`config.mk`:
```
export PLATFORM = sky130hd
export DESIGN_NAME = surrogate_pair_utf8_repair
export DESIGN_NICKNAME = d
export VERILOG_FILES = /design/src/rtl/core/spu8r_pkg.sv /design/src/rtl/core/surrogate_pair_utf8_repair.sv /design/src/rtl/core/spu8r_ctrl.sv /design/src/rtl/core/spu8r_dp.sv
export SDC_FILE = /design/constraint.sdc
export NUM_CORES = 1
export LEC_CHECK = 0
export BUFFER_PORTS_ARGS = -buffer_cell sky130_fd_sc_hd__buf_2
export CORE_AREA = 5 5 113 115
export CTS_CLUSTER_DIAMETER = 50
export DETAILED_ROUTE_END_ITERATION = 8
export DIE_AREA = 0 0 118 120
export GPL_TIMING_DRIVEN = 0
export PLACE_DENSITY = 0.71
export SKIP_LAST_GASP = 1
export SLEW_MARGIN = 20
export SYNTH_ARGS = -nofsm -noshare
export SYNTH_HDL_FRONTEND = slang
export SYNTH_HIERARCHICAL = 1
export SYNTH_SLANG_ARGS = --single-unit
```
`constraint.sdc`:
```
create_clock -name clk -period 6.4 [get_ports clk]
set_clock_uncertainty 0.15 [all_clocks]
set_input_delay 1.6 -clock clk [delete_from_list [all_inputs] [get_ports clk]]
set_output_delay 1.6 -clock clk [all_outputs]
set_load 0.005 [all_outputs]
```
`src/rtl/core/spu8r_pkg.sv`:
```
package spu8r_pkg;

  // The window never holds more than eight pending bytes, so eight entries suffice.
  localparam int unsigned WIN_DEPTH = 8;
  localparam int unsigned CNT_W     = $clog2(WIN_DEPTH + 1);
  localparam int unsigned IDX_W     = $clog2(WIN_DEPTH);
  localparam int unsigned HIST_LEN  = 3;

  // Bytes consumed by one decision.
  localparam int unsigned SHIFT_PAIR = 6;
  localparam int unsigned SHIFT_REPL = 3;
  localparam int unsigned SHIFT_PASS = 1;

  // A held high surrogate is three bytes long.
  localparam logic [CNT_W-1:0] HOLD_LEN = CNT_W'(3);

  localparam logic FUNC_DATA  = 1'b0;
  localparam logic FUNC_FLUSH = 1'b1;

  localparam logic [7:0] SURR_LEAD = 8'hED;
  localparam logic [7:0] HI_MIN    = 8'hA0;
  localparam logic [7:0] HI_MAX    = 8'hAF;
  localparam logic [7:0] LO_MIN    = 8'hB0;
  localparam logic [7:0] LO_MAX    = 8'hBF;
  localparam logic [7:0] REPL_B0   = 8'hEF;
  localparam logic [7:0] REPL_B1   = 8'hBF;
  localparam logic [7:0] REPL_B2   = 8'hBD;
  localparam logic [7:0] LEAD4     = 8'hF0;
  localparam logic [7:0] CONT_TAG  = 8'h80;
  localparam logic [20:0] SUPP_BASE = 21'h10000;

  typedef struct packed {
    logic       func;
    logic [7:0] data_byte;
    logic       chunk_end;
  } in_item_t;

  typedef struct packed {
    logic [7:0] out_byte;
    logic       last;
  } out_item_t;

  typedef enum logic [1:0] {
    ST_IDLE,
    ST_WORK,
    ST_TAIL
  } ctrl_state_t;

  typedef enum logic [1:0] {
    DEC_PASS,
    DEC_REPL,
    DEC_PAIR
  } dec_kind_t;

  typedef struct packed {
    logic load;
    logic emit_dec;
    logic emit_tail;
  } dp_cmd_t;

  typedef struct packed {
    logic more;
    logic tail_due;
    logic out_free;
    logic tail_last;
  } dp_status_t;

endpackage

```
`src/rtl/core/surrogate_pair_utf8_repair.sv`:
```
// Surrogate pair repair for a UTF-8 byte stream. Each input item carries one data
// byte with a chunk-end mark, or a flush. An encoded surrogate pair (ED A0-AF x,
// ED B0-BF y) leaves as one four-byte UTF-8 sequence, a lone three-byte surrogate
// leaves as EF BF BD, and every other byte passes unchanged; a high surrogate at
// the end of a chunk is kept back for the next chunk, and a flush while one is kept
// back emits EF BF BD. The last byte caused by an input item carries the last flag;
// an item may cause no bytes at all. The block handles one item at a time: it takes
// an item in, then produces its output bytes one at a time (one byte per cycle
// while the output side keeps up, the output register being the only place a
// byte can wait), and then finds that no decision is left before it takes the next
// item. This rate is set by the single output register fed by one decision unit on
// the window head. A chunk end can release up to eight pending bytes. While the
// previous item's last byte waits in the output register the next item is already
// taken in.
module surrogate_pair_utf8_repair (
  input  logic                  clk,
  input  logic                  rst_n,
  input  logic                  in_valid,
  output logic                  in_stall,
  input  spu8r_pkg::in_item_t   in_data,
  output logic                  out_valid,
  input  logic                  out_stall,
  output spu8r_pkg::out_item_t  out_data
);

  // Commands from the controller to the datapath, and status back.
  spu8r_pkg::dp_cmd_t    cmd;
  spu8r_pkg::dp_status_t status;

  // The controller sequences an item: take it in, step through decisions on the
  // window head one output byte at a time, then emit the replacement tail if a
  // flush found a held surrogate.
  spu8r_ctrl u_ctrl (
    .clk      (clk),
    .rst_n    (rst_n),
    .in_valid (in_valid),
    .in_stall (in_stall),
    .status   (status),
    .cmd      (cmd)
  );

  // The datapath holds the lookahead window, its fill count and decision limit,
  // the decision logic and the output register.
  spu8r_dp u_dp (
    .clk       (clk),
    .rst_n     (rst_n),
    .in_data   (in_data),
    .cmd       (cmd),
    .status    (status),
    .out_valid (out_valid),
    .out_stall (out_stall),
    .out_data  (out_data)
  );

endmodule

```
`src/rtl/core/spu8r_ctrl.sv`:
```
module spu8r_ctrl (
  input  logic                   clk,
  input  logic                   rst_n,
  input  logic                   in_valid,
  output logic                   in_stall,
  input  spu8r_pkg::dp_status_t  status,
  output spu8r_pkg::dp_cmd_t     cmd
);

  spu8r_pkg::ctrl_state_t state_r, state_nxt;

  always_ff @(posedge clk) begin
    if (!rst_n) begin
      state_r <= spu8r_pkg::ST_IDLE;
    end else begin
      state_r <= state_nxt;
    end
  end

  always_comb begin
    state_nxt = state_r;
    case (state_r)
      spu8r_pkg::ST_IDLE: begin
        if (in_valid) begin
          state_nxt = spu8r_pkg::ST_WORK;
        end
      end
      spu8r_pkg::ST_WORK: begin
        if (!status.more) begin
          state_nxt = status.tail_due ? spu8r_pkg::ST_TAIL : spu8r_pkg::ST_IDLE;
        end
      end
      spu8r_pkg::ST_TAIL: begin
        if (status.out_free && status.tail_last) begin
          state_nxt = spu8r_pkg::ST_IDLE;
        end
      end
      default: begin
        state_nxt = spu8r_pkg::ST_IDLE;
      end
    endcase
  end

  always_comb begin
    cmd      = '0;
    in_stall = 1'b1;
    case (state_r)
      spu8r_pkg::ST_IDLE: begin
        in_stall = 1'b0;
        cmd.load = in_valid;
      end
      spu8r_pkg::ST_WORK: begin
        cmd.emit_dec = status.more && status.out_free;
      end
      spu8r_pkg::ST_TAIL: begin
        cmd.emit_tail = status.out_free;
      end
      default: begin
        in_stall = 1'b1;
      end
    endcase
  end

endmodule

```
`src/rtl/core/spu8r_dp.sv`:
```
module spu8r_dp (
  input  logic                   clk,
  input  logic                   rst_n,
  input  spu8r_pkg::in_item_t    in_data,
  input  spu8r_pkg::dp_cmd_t     cmd,
  output spu8r_pkg::dp_status_t  status,
  output logic                   out_valid,
  input  logic                   out_stall,
  output spu8r_pkg::out_item_t   out_data
);

  function automatic logic in_rng(input logic [7:0] v, input logic [7:0] lo,
                                  input logic [7:0] hi);
    return (v >= lo) && (v <= hi);
  endfunction

  logic [7:0]                  win_r  [spu8r_pkg::WIN_DEPTH];
  logic [7:0]                  hist_r [spu8r_pkg::HIST_LEN];
  logic [spu8r_pkg::CNT_W-1:0] cnt_r;
  logic [spu8r_pkg::CNT_W-1:0] lim_r;
  logic                        drain_r;
  logic                        flush_r;
  logic                        hold_r;
  logic [1:0]                  j_r;
  logic                        out_valid_r;
  spu8r_pkg::out_item_t        out_r;

  spu8r_pkg::dec_kind_t        kind;
  logic                        is_pair;
  logic                        is_repl;
  logic [9:0]                  hi_off;
  logic [9:0]                  lo_off;
  logic [20:0]                 cp;
  logic [7:0]                  dec_byte;
  logic [7:0]                  tail_byte;
  logic [1:0]                  last_idx;
  logic [spu8r_pkg::CNT_W-1:0] consume;
  logic                        dec_last;
  logic                        more;
  logic                        more_after;
  logic                        tail_due;
  logic                        dec_out_last;
  logic                        tail_last;
  logic                        out_free;
  logic [spu8r_pkg::CNT_W-1:0] n_data;
  logic                        data_hold;
  logic                        flush_hold;

  // Decision on the head of the window, limited to lim_r usable bytes.
  assign is_pair = (lim_r >= spu8r_pkg::CNT_W'(spu8r_pkg::SHIFT_PAIR)) &&
                   (win_r[0] == spu8r_pkg::SURR_LEAD) &&
                   in_rng(win_r[1], spu8r_pkg::HI_MIN, spu8r_pkg::HI_MAX) &&
                   (win_r[3] == spu8r_pkg::SURR_LEAD) &&
                   in_rng(win_r[4], spu8r_pkg::LO_MIN, spu8r_pkg::LO_MAX);
  assign is_repl = (lim_r >= spu8r_pkg::CNT_W'(spu8r_pkg::SHIFT_REPL)) &&
                   (win_r[0] == spu8r_pkg::SURR_LEAD) &&
                   in_rng(win_r[1], spu8r_pkg::HI_MIN, spu8r_pkg::LO_MAX);

  always_comb begin
    if (is_pair) begin
      kind = spu8r_pkg::DEC_PAIR;
    end else if (is_repl) begin
      kind = spu8r_pkg::DEC_REPL;
    end else begin
      kind = spu8r_pkg::DEC_PASS;
    end
  end

  // The second byte of a high surrogate lies in A0..AF, so its low nibble with the
  // third byte gives the offset from D800; likewise for the low surrogate from DC00.
  assign hi_off = {win_r[1][3:0], win_r[2][5:0]};
  assign lo_off = {win_r[4][3:0], win_r[5][5:0]};
  assign cp     = spu8r_pkg::SUPP_BASE + {1'b0, hi_off, lo_off};

  always_comb begin
    dec_byte = win_r[0];
    last_idx = 2'd0;
    consume  = spu8r_pkg::CNT_W'(spu8r_pkg::SHIFT_PASS);
    case (kind)
      spu8r_pkg::DEC_PAIR: begin
        last_idx = 2'd3;
        consume  = spu8r_pkg::CNT_W'(spu8r_pkg::SHIFT_PAIR);
        case (j_r)
          2'd0:    dec_byte = spu8r_pkg::LEAD4 | {5'd0, cp[20:18]};
          2'd1:    dec_byte = spu8r_pkg::CONT_TAG | {2'd0, cp[17:12]};
          2'd2:    dec_byte = spu8r_pkg::CONT_TAG | {2'd0, cp[11:6]};
          default: dec_byte = spu8r_pkg::CONT_TAG | {2'd0, cp[5:0]};
        endcase
      end
      spu8r_pkg::DEC_REPL: begin
        last_idx = 2'd2;
        consume  = spu8r_pkg::CNT_W'(spu8r_pkg::SHIFT_REPL);
        case (j_r)
          2'd0:    dec_byte = spu8r_pkg::REPL_B0;
          2'd1:    dec_byte = spu8r_pkg::REPL_B1;
          default: dec_byte = spu8r_pkg::REPL_B2;
        endcase
      end
      default: begin
        dec_byte = win_r[0];
      end
    endcase
  end

  always_comb begin
    case (j_r)
      2'd0:    tail_byte = spu8r_pkg::REPL_B0;
      2'd1:    tail_byte = spu8r_pkg::REPL_B1;
      default: tail_byte = spu8r_pkg::REPL_B2;
    endcase
  end

  assign dec_last   = (j_r == last_idx);
  assign more       = drain_r ? (lim_r != '0)
                              : (cnt_r >= spu8r_pkg::CNT_W'(spu8r_pkg::WIN_DEPTH));
  assign more_after = drain_r ? (lim_r != consume)
                              : ((cnt_r - consume) >=
                                 spu8r_pkg::CNT_W'(spu8r_pkg::WIN_DEPTH));
  assign tail_due     = flush_r && hold_r;
  assign dec_out_last = dec_last && !more_after && !tail_due;
  assign tail_last    = (j_r == 2'd2);
  assign out_free     = !out_valid_r || !out_stall;

  // The window always holds the most recently appended bytes, so the tail of
  // the window can be read from the short history of appended bytes.
  assign n_data     = cnt_r + spu8r_pkg::CNT_W'(1);
  assign data_hold  = in_data.chunk_end && (n_data >= spu8r_pkg::HOLD_LEN) &&
                      (hist_r[1] == spu8r_pkg::SURR_LEAD) &&
                      in_rng(hist_r[0], spu8r_pkg::HI_MIN, spu8r_pkg::HI_MAX);
  assign flush_hold = (cnt_r >= spu8r_pkg::HOLD_LEN) &&
                      (hist_r[2] == spu8r_pkg::SURR_LEAD) &&
                      in_rng(hist_r[1], spu8r_pkg::HI_MIN, spu8r_pkg::HI_MAX);

  // Window bytes and history: payload, no reset.
  always_ff @(posedge clk) begin
    if (cmd.load && (in_data.func == spu8r_pkg::FUNC_DATA)) begin
      if (cnt_r < spu8r_pkg::CNT_W'(spu8r_pkg::WIN_DEPTH)) begin
        win_r[cnt_r[spu8r_pkg::IDX_W-1:0]] <= in_data.data_byte;
      end
      hist_r[0] <= in_data.data_byte;
      for (int i = 1; i < spu8r_pkg::HIST_LEN; i++) begin
        hist_r[i] <= hist_r[i-1];
      end
    end else if (cmd.emit_dec && dec_last) begin
      case (kind)
        spu8r_pkg::DEC_PAIR: begin
          for (int i = 0; i < spu8r_pkg::WIN_DEPTH - spu8r_pkg::SHIFT_PAIR; i++) begin
            win_r[i] <= win_r[i + spu8r_pkg::SHIFT_PAIR];
          end
        end
        spu8r_pkg::DEC_REPL: begin
          for (int i = 0; i < spu8r_pkg::WIN_DEPTH - spu8r_pkg::SHIFT_REPL; i++) begin
            win_r[i] <= win_r[i + spu8r_pkg::SHIFT_REPL];
          end
        end
        default: begin
          for (int i = 0; i < spu8r_pkg::WIN_DEPTH - spu8r_pkg::SHIFT_PASS; i++) begin
            win_r[i] <= win_r[i + spu8r_pkg::SHIFT_PASS];
          end
        end
      endcase
    end
  end

  always_ff @(posedge clk) begin
    if (!rst_n) begin
      cnt_r       <= '0;
      lim_r       <= '0;
      drain_r     <= 1'b0;
      flush_r     <= 1'b0;
      hold_r      <= 1'b0;
      j_r         <= '0;
      out_valid_r <= 1'b0;
    end else begin
      if (cmd.load) begin
        j_r <= '0;
        if (in_data.func == spu8r_pkg::FUNC_FLUSH) begin
          drain_r <= 1'b1;
          flush_r <= 1'b1;
          hold_r  <= flush_hold;
          lim_r   <= flush_hold ? (cnt_r - spu8r_pkg::HOLD_LEN) : cnt_r;
        end else begin
          cnt_r   <= n_data;
          drain_r <= in_data.chunk_end;
          flush_r <= 1'b0;
          hold_r  <= data_hold;
          lim_r   <= data_hold ? (n_data - spu8r_pkg::HOLD_LEN) : n_data;
        end
      end else if (cmd.emit_dec) begin
        if (dec_last) begin
          j_r   <= '0;
          cnt_r <= cnt_r - consume;
          lim_r <= lim_r - consume;
        end else begin
          j_r <= j_r + 2'd1;
        end
      end else if (cmd.emit_tail) begin
        if (tail_last) begin
          j_r   <= '0;
          cnt_r <= '0;
        end else begin
          j_r <= j_r + 2'd1;
        end
      end

      if (cmd.emit_dec || cmd.emit_tail) begin
        out_valid_r <= 1'b1;
      end else if (!out_stall) begin
        out_valid_r <= 1'b0;
      end
    end
  end

  always_ff @(posedge clk) begin
    if (cmd.emit_dec) begin
      out_r <= '{out_byte: dec_byte, last: dec_out_last};
    end else if (cmd.emit_tail) begin
      out_r <= '{out_byte: tail_byte, last: tail_last};
    end
  end

  assign out_valid = out_valid_r;
  assign out_data  = out_r;

  assign status.more      = more;
  assign status.tail_due  = tail_due;
  assign status.out_free  = out_free;
  assign status.tail_last = tail_last;

  a_lim_within_count: assert property (@(posedge clk) disable iff (!rst_n)
    lim_r <= cnt_r)
    else $error("decision limit runs past the window fill");

  a_emit_has_slot: assert property (@(posedge clk) disable iff (!rst_n)
    (cmd.emit_dec || cmd.emit_tail) |-> out_free)
    else $error("byte emitted while the output register is still occupied");

  a_tail_after_hold: assert property (@(posedge clk) disable iff (!rst_n)
    cmd.emit_tail |-> (hold_r && (cnt_r == spu8r_pkg::HOLD_LEN)))
    else $error("replacement tail without a held surrogate in the window");

  a_append_grows: assert property (@(posedge clk) disable iff (!rst_n)
    (cmd.load && (in_data.func == spu8r_pkg::FUNC_DATA)) |=>
      (cnt_r == $past(cnt_r) + spu8r_pkg::CNT_W'(1)))
    else $error("appended byte did not grow the window");

endmodule
```
==> impl_metrics.yaml <==
clock_network:
  postCtsSetupBuffers: 0
  cts.hold.buffers_added: 0
  clockBufferDepth: 2
  cts-root-buf: "clkbuf_16"
  clock_latency_ns: 0.42
  cts_tree: "yes"
  clk_pin_slew_ns: 0.05
  h-tree-depth: 4
  numClockSinks: 113
  ctsResizeCount: 0
  numCtsBuffers: 17
sta:
  period_minus_slack_ns: 4.84
  rsz0062_at_grt: "no"
  fmax_ghz: 0.206
  worst_pin_slew_ns: 1.04
  drv_slew: 0
  setup_viol: 0
  timing_hold_violations_final: 0
  period_share: 0.757
  relSlewSlack: 0.307
  tns_ns: 0
pwr:
  p_leak_nw: 2.46
  irDropWorstVdd_mv: 0.241
  p_per_area_nw_per_um2: 260
floorplanning:
  dieArea_um2: 14200
  die_w_um: 118
  initial_core_util: 0.534
  die_y_um: 120
  core_area_um2: 11700
  rows: 40
  ios: 25
critical_path:
  worstPathMaxFanout: 27
  ff2ff_path_depth: 13
  startpoint_type: "primary input"
  crit_path_end_kind: "register"
  worst_ep_required_time_ns: 6.39
  timing.rr.start: "u_dp/cnt_r[3]"
  crit_type: "in2reg"
  arrival_ns: 4.84
  cpPeakStageDelay_ns: 0.60
  timing.rr.end: "u_dp/win_r[0][5]"
  crit_slowest_cell: "nor3_2"
  ff2ff_setup_slack_ns: 2.10
  crit_chain: "buf_2 -> inv_1 -> nor2_1 -> clkbuf_1 -> nand2b_1 -> inv_1 -> nor3_2 -> and2_1 -> clkbuf_1 -> buf_2 -> mux2i_1 -> o22ai_1"
logic_synthesis:
  synth.cell_area_um2: 6250
  synthCells: 580
  yosys-top-cells-count: "edfxtp_1 (97), nand2_1 (72), nor2_1 (45)"
  synthXorXnorAreaFrac: 0.0126
  yosysWarnings: 6
  synth_top_family_by_area: "compound AO/OA/AOI/OAI gates"
  synth-simple-area-share: 0.164
  synth_most_common_cell: "edfxtp_1"
  synth_area_leaders: "edfxtp_1 (47%), dfxtp_1 (5.1%), nand2_1 (4.3%)"
  synth-adder-area-share: 0.0384
  synth_top_area_frac: 0.466
  synth_cell_types: 72
  synth_largest_area_cell: "edfxtp_1"
  synth_async_sr_flop_share: 0
  syn_avg_cell_area_um2: 10.8
  synth_nets: 612
  synth-edff-count: 97
  ys_ff_latch: 113
  synth_compound_area_frac: 0.182
  synth_mux_area_frac: 0.0356
  seq_area_frac_synth: 0.517
  synth_ff_type: "edfxtp_1"
finish:
  stdcell_count: 782
  area_growth_pct: 13.5
  final_layout_size_suffix_gt1_frac: 0.128
  finalNetCount: 655
  num_antenna_cells: 0
hold_path:
  worstHoldStart: "u_dp/hist_r[0][2]"
  min_to: "u_dp/hist_r[0][10]"
  hp-class: "reg2reg"
  min_path_cells: 0
global_routing:
  grt_overflow: 0
  antenna_found_initial: 0
  grt_pass1_vias: 4712
  grt_first_pass_wirelength_um: 25400
  track_usage: 0.230
  grt_max_degree: 28
detailed_routing:
  dr_wl_met2_um: 7360
  wl_per_cell_um: 20.2
  drt-met1-wl_um: 6910
  vias_per_cell: 6.27
  drt_iter0_drc: 479
  ant_nets: 0
  drt_first_pass_iters: 8
  drc: 0
  num_vias: 4900
  dr_wl_met3_um: 1150
  finalWirelength_um: 15800
  routed.top_layer: "met4"
placed_design:
  port_buffers: 24
  gp_congestion: 0.970
  dp_cells: 751
  hpwl_um: 11900
outcome:
  run_status: "finished clean"
run:
  cap_violations: 0
[stage by stage]
step | instance area (um^2) | setup slack [ns] | hold WS (ns) | power (mW) | utilization
after floorplan | 6250 | 2.21 | 0.250 | 0.967 | -
after global placement | 6560 | 1.07 | 0.253 | 1.01 | 0.560
after detailed placement | 6570 | 1.16 | 0.255 | 1.02 | 0.561
after CTS | 7090 | 1.58 | 0.265 | 1.86 | 0.606
after global routing | 7090 | 1.27 | 0.269 | 1.91 | 0.606
final | 7090 | 1.56 | 0.265 | 1.84 | 0.606
[where the power goes]
group          internal (mW)  switching [mW]
Sequential             0.833          0.0180
Combinational         0.0588          0.0962
Clock                  0.522           0.316
Total                   1.41           0.430
[layout by cell type, fill, tap and decap left out, drive strengths merged, types with 16 or more instances in the layout]
cell type and count:
edfxtp 97, nand2 72, mux2i 20, ha 16
dfxtp 16, inv 34, nor2 46, buf 34
o21ai 25, clkbuf 49, a21oi 16
[worst max path at each step]
| stage | from | to | cells after the start |
|---|---|---|---|
| floorplan | in_valid | u_dp/win_r[0][4] | 11 |
| global placement | in_valid | u_dp/win_r[5][0] | 10 |
| detailed placement | in_valid | u_dp/win_r[0][6] | 12 |
| CTS | in_valid | u_dp/win_r[0][6] | 12 |
| global route | in_valid | u_dp/win_r[0][2] | 12 |
| finish | in_valid | u_dp/win_r[0][5] | 12 |
[routing by layer]
layer	track usage	vias to the layer above
met2	0.360	224
li1	-	2291
met5	0	-
met1	0.312	2347
met4	0.0846	0
met3	0.0566	38
[cell type report]
class | instances | area (um^2)
clock buffer | 19 | 433
multi-input combinational | 393 | 2710
inverter | 34 | 130
tap | 147 | 184
clock inverter | 12 | 95.1
buffer | 40 | 188
fill | 962 | 4620
sequential | 113 | 3230
timing repair buffer | 24 | 120
[cells by family after synthesis]
logic type | after synthesis
xor+xnor | 9
flops | 113
compound gates | 145
buf+inv | 74
simple gates | 199
mux | 22
fa+ha+maj | 18
[registers in the layout, indices dropped and copies added, names as in the netlist]
name            count
u_dp/flush_r        1
u_dp/cnt_r          4
u_dp/drain_r        1
u_dp/j_r            2
u_dp/win_r         64
u_dp/hold_r         1
u_dp/hist_r        24
u_dp/lim_r          4
u_ctrl/state_r      2
u_dp/out_data       9
u_dp/out_valid      1
[worst max-delay path, delay by kind of cell]
family	cells	cell delay [ns]
and+or+nand+nor	4	1.14
muxes	1	0.47
AOI/OAI and AO/OA	1	0.16
buffers and inverters	6	1.44
Power figures use the tool's default switching activity.
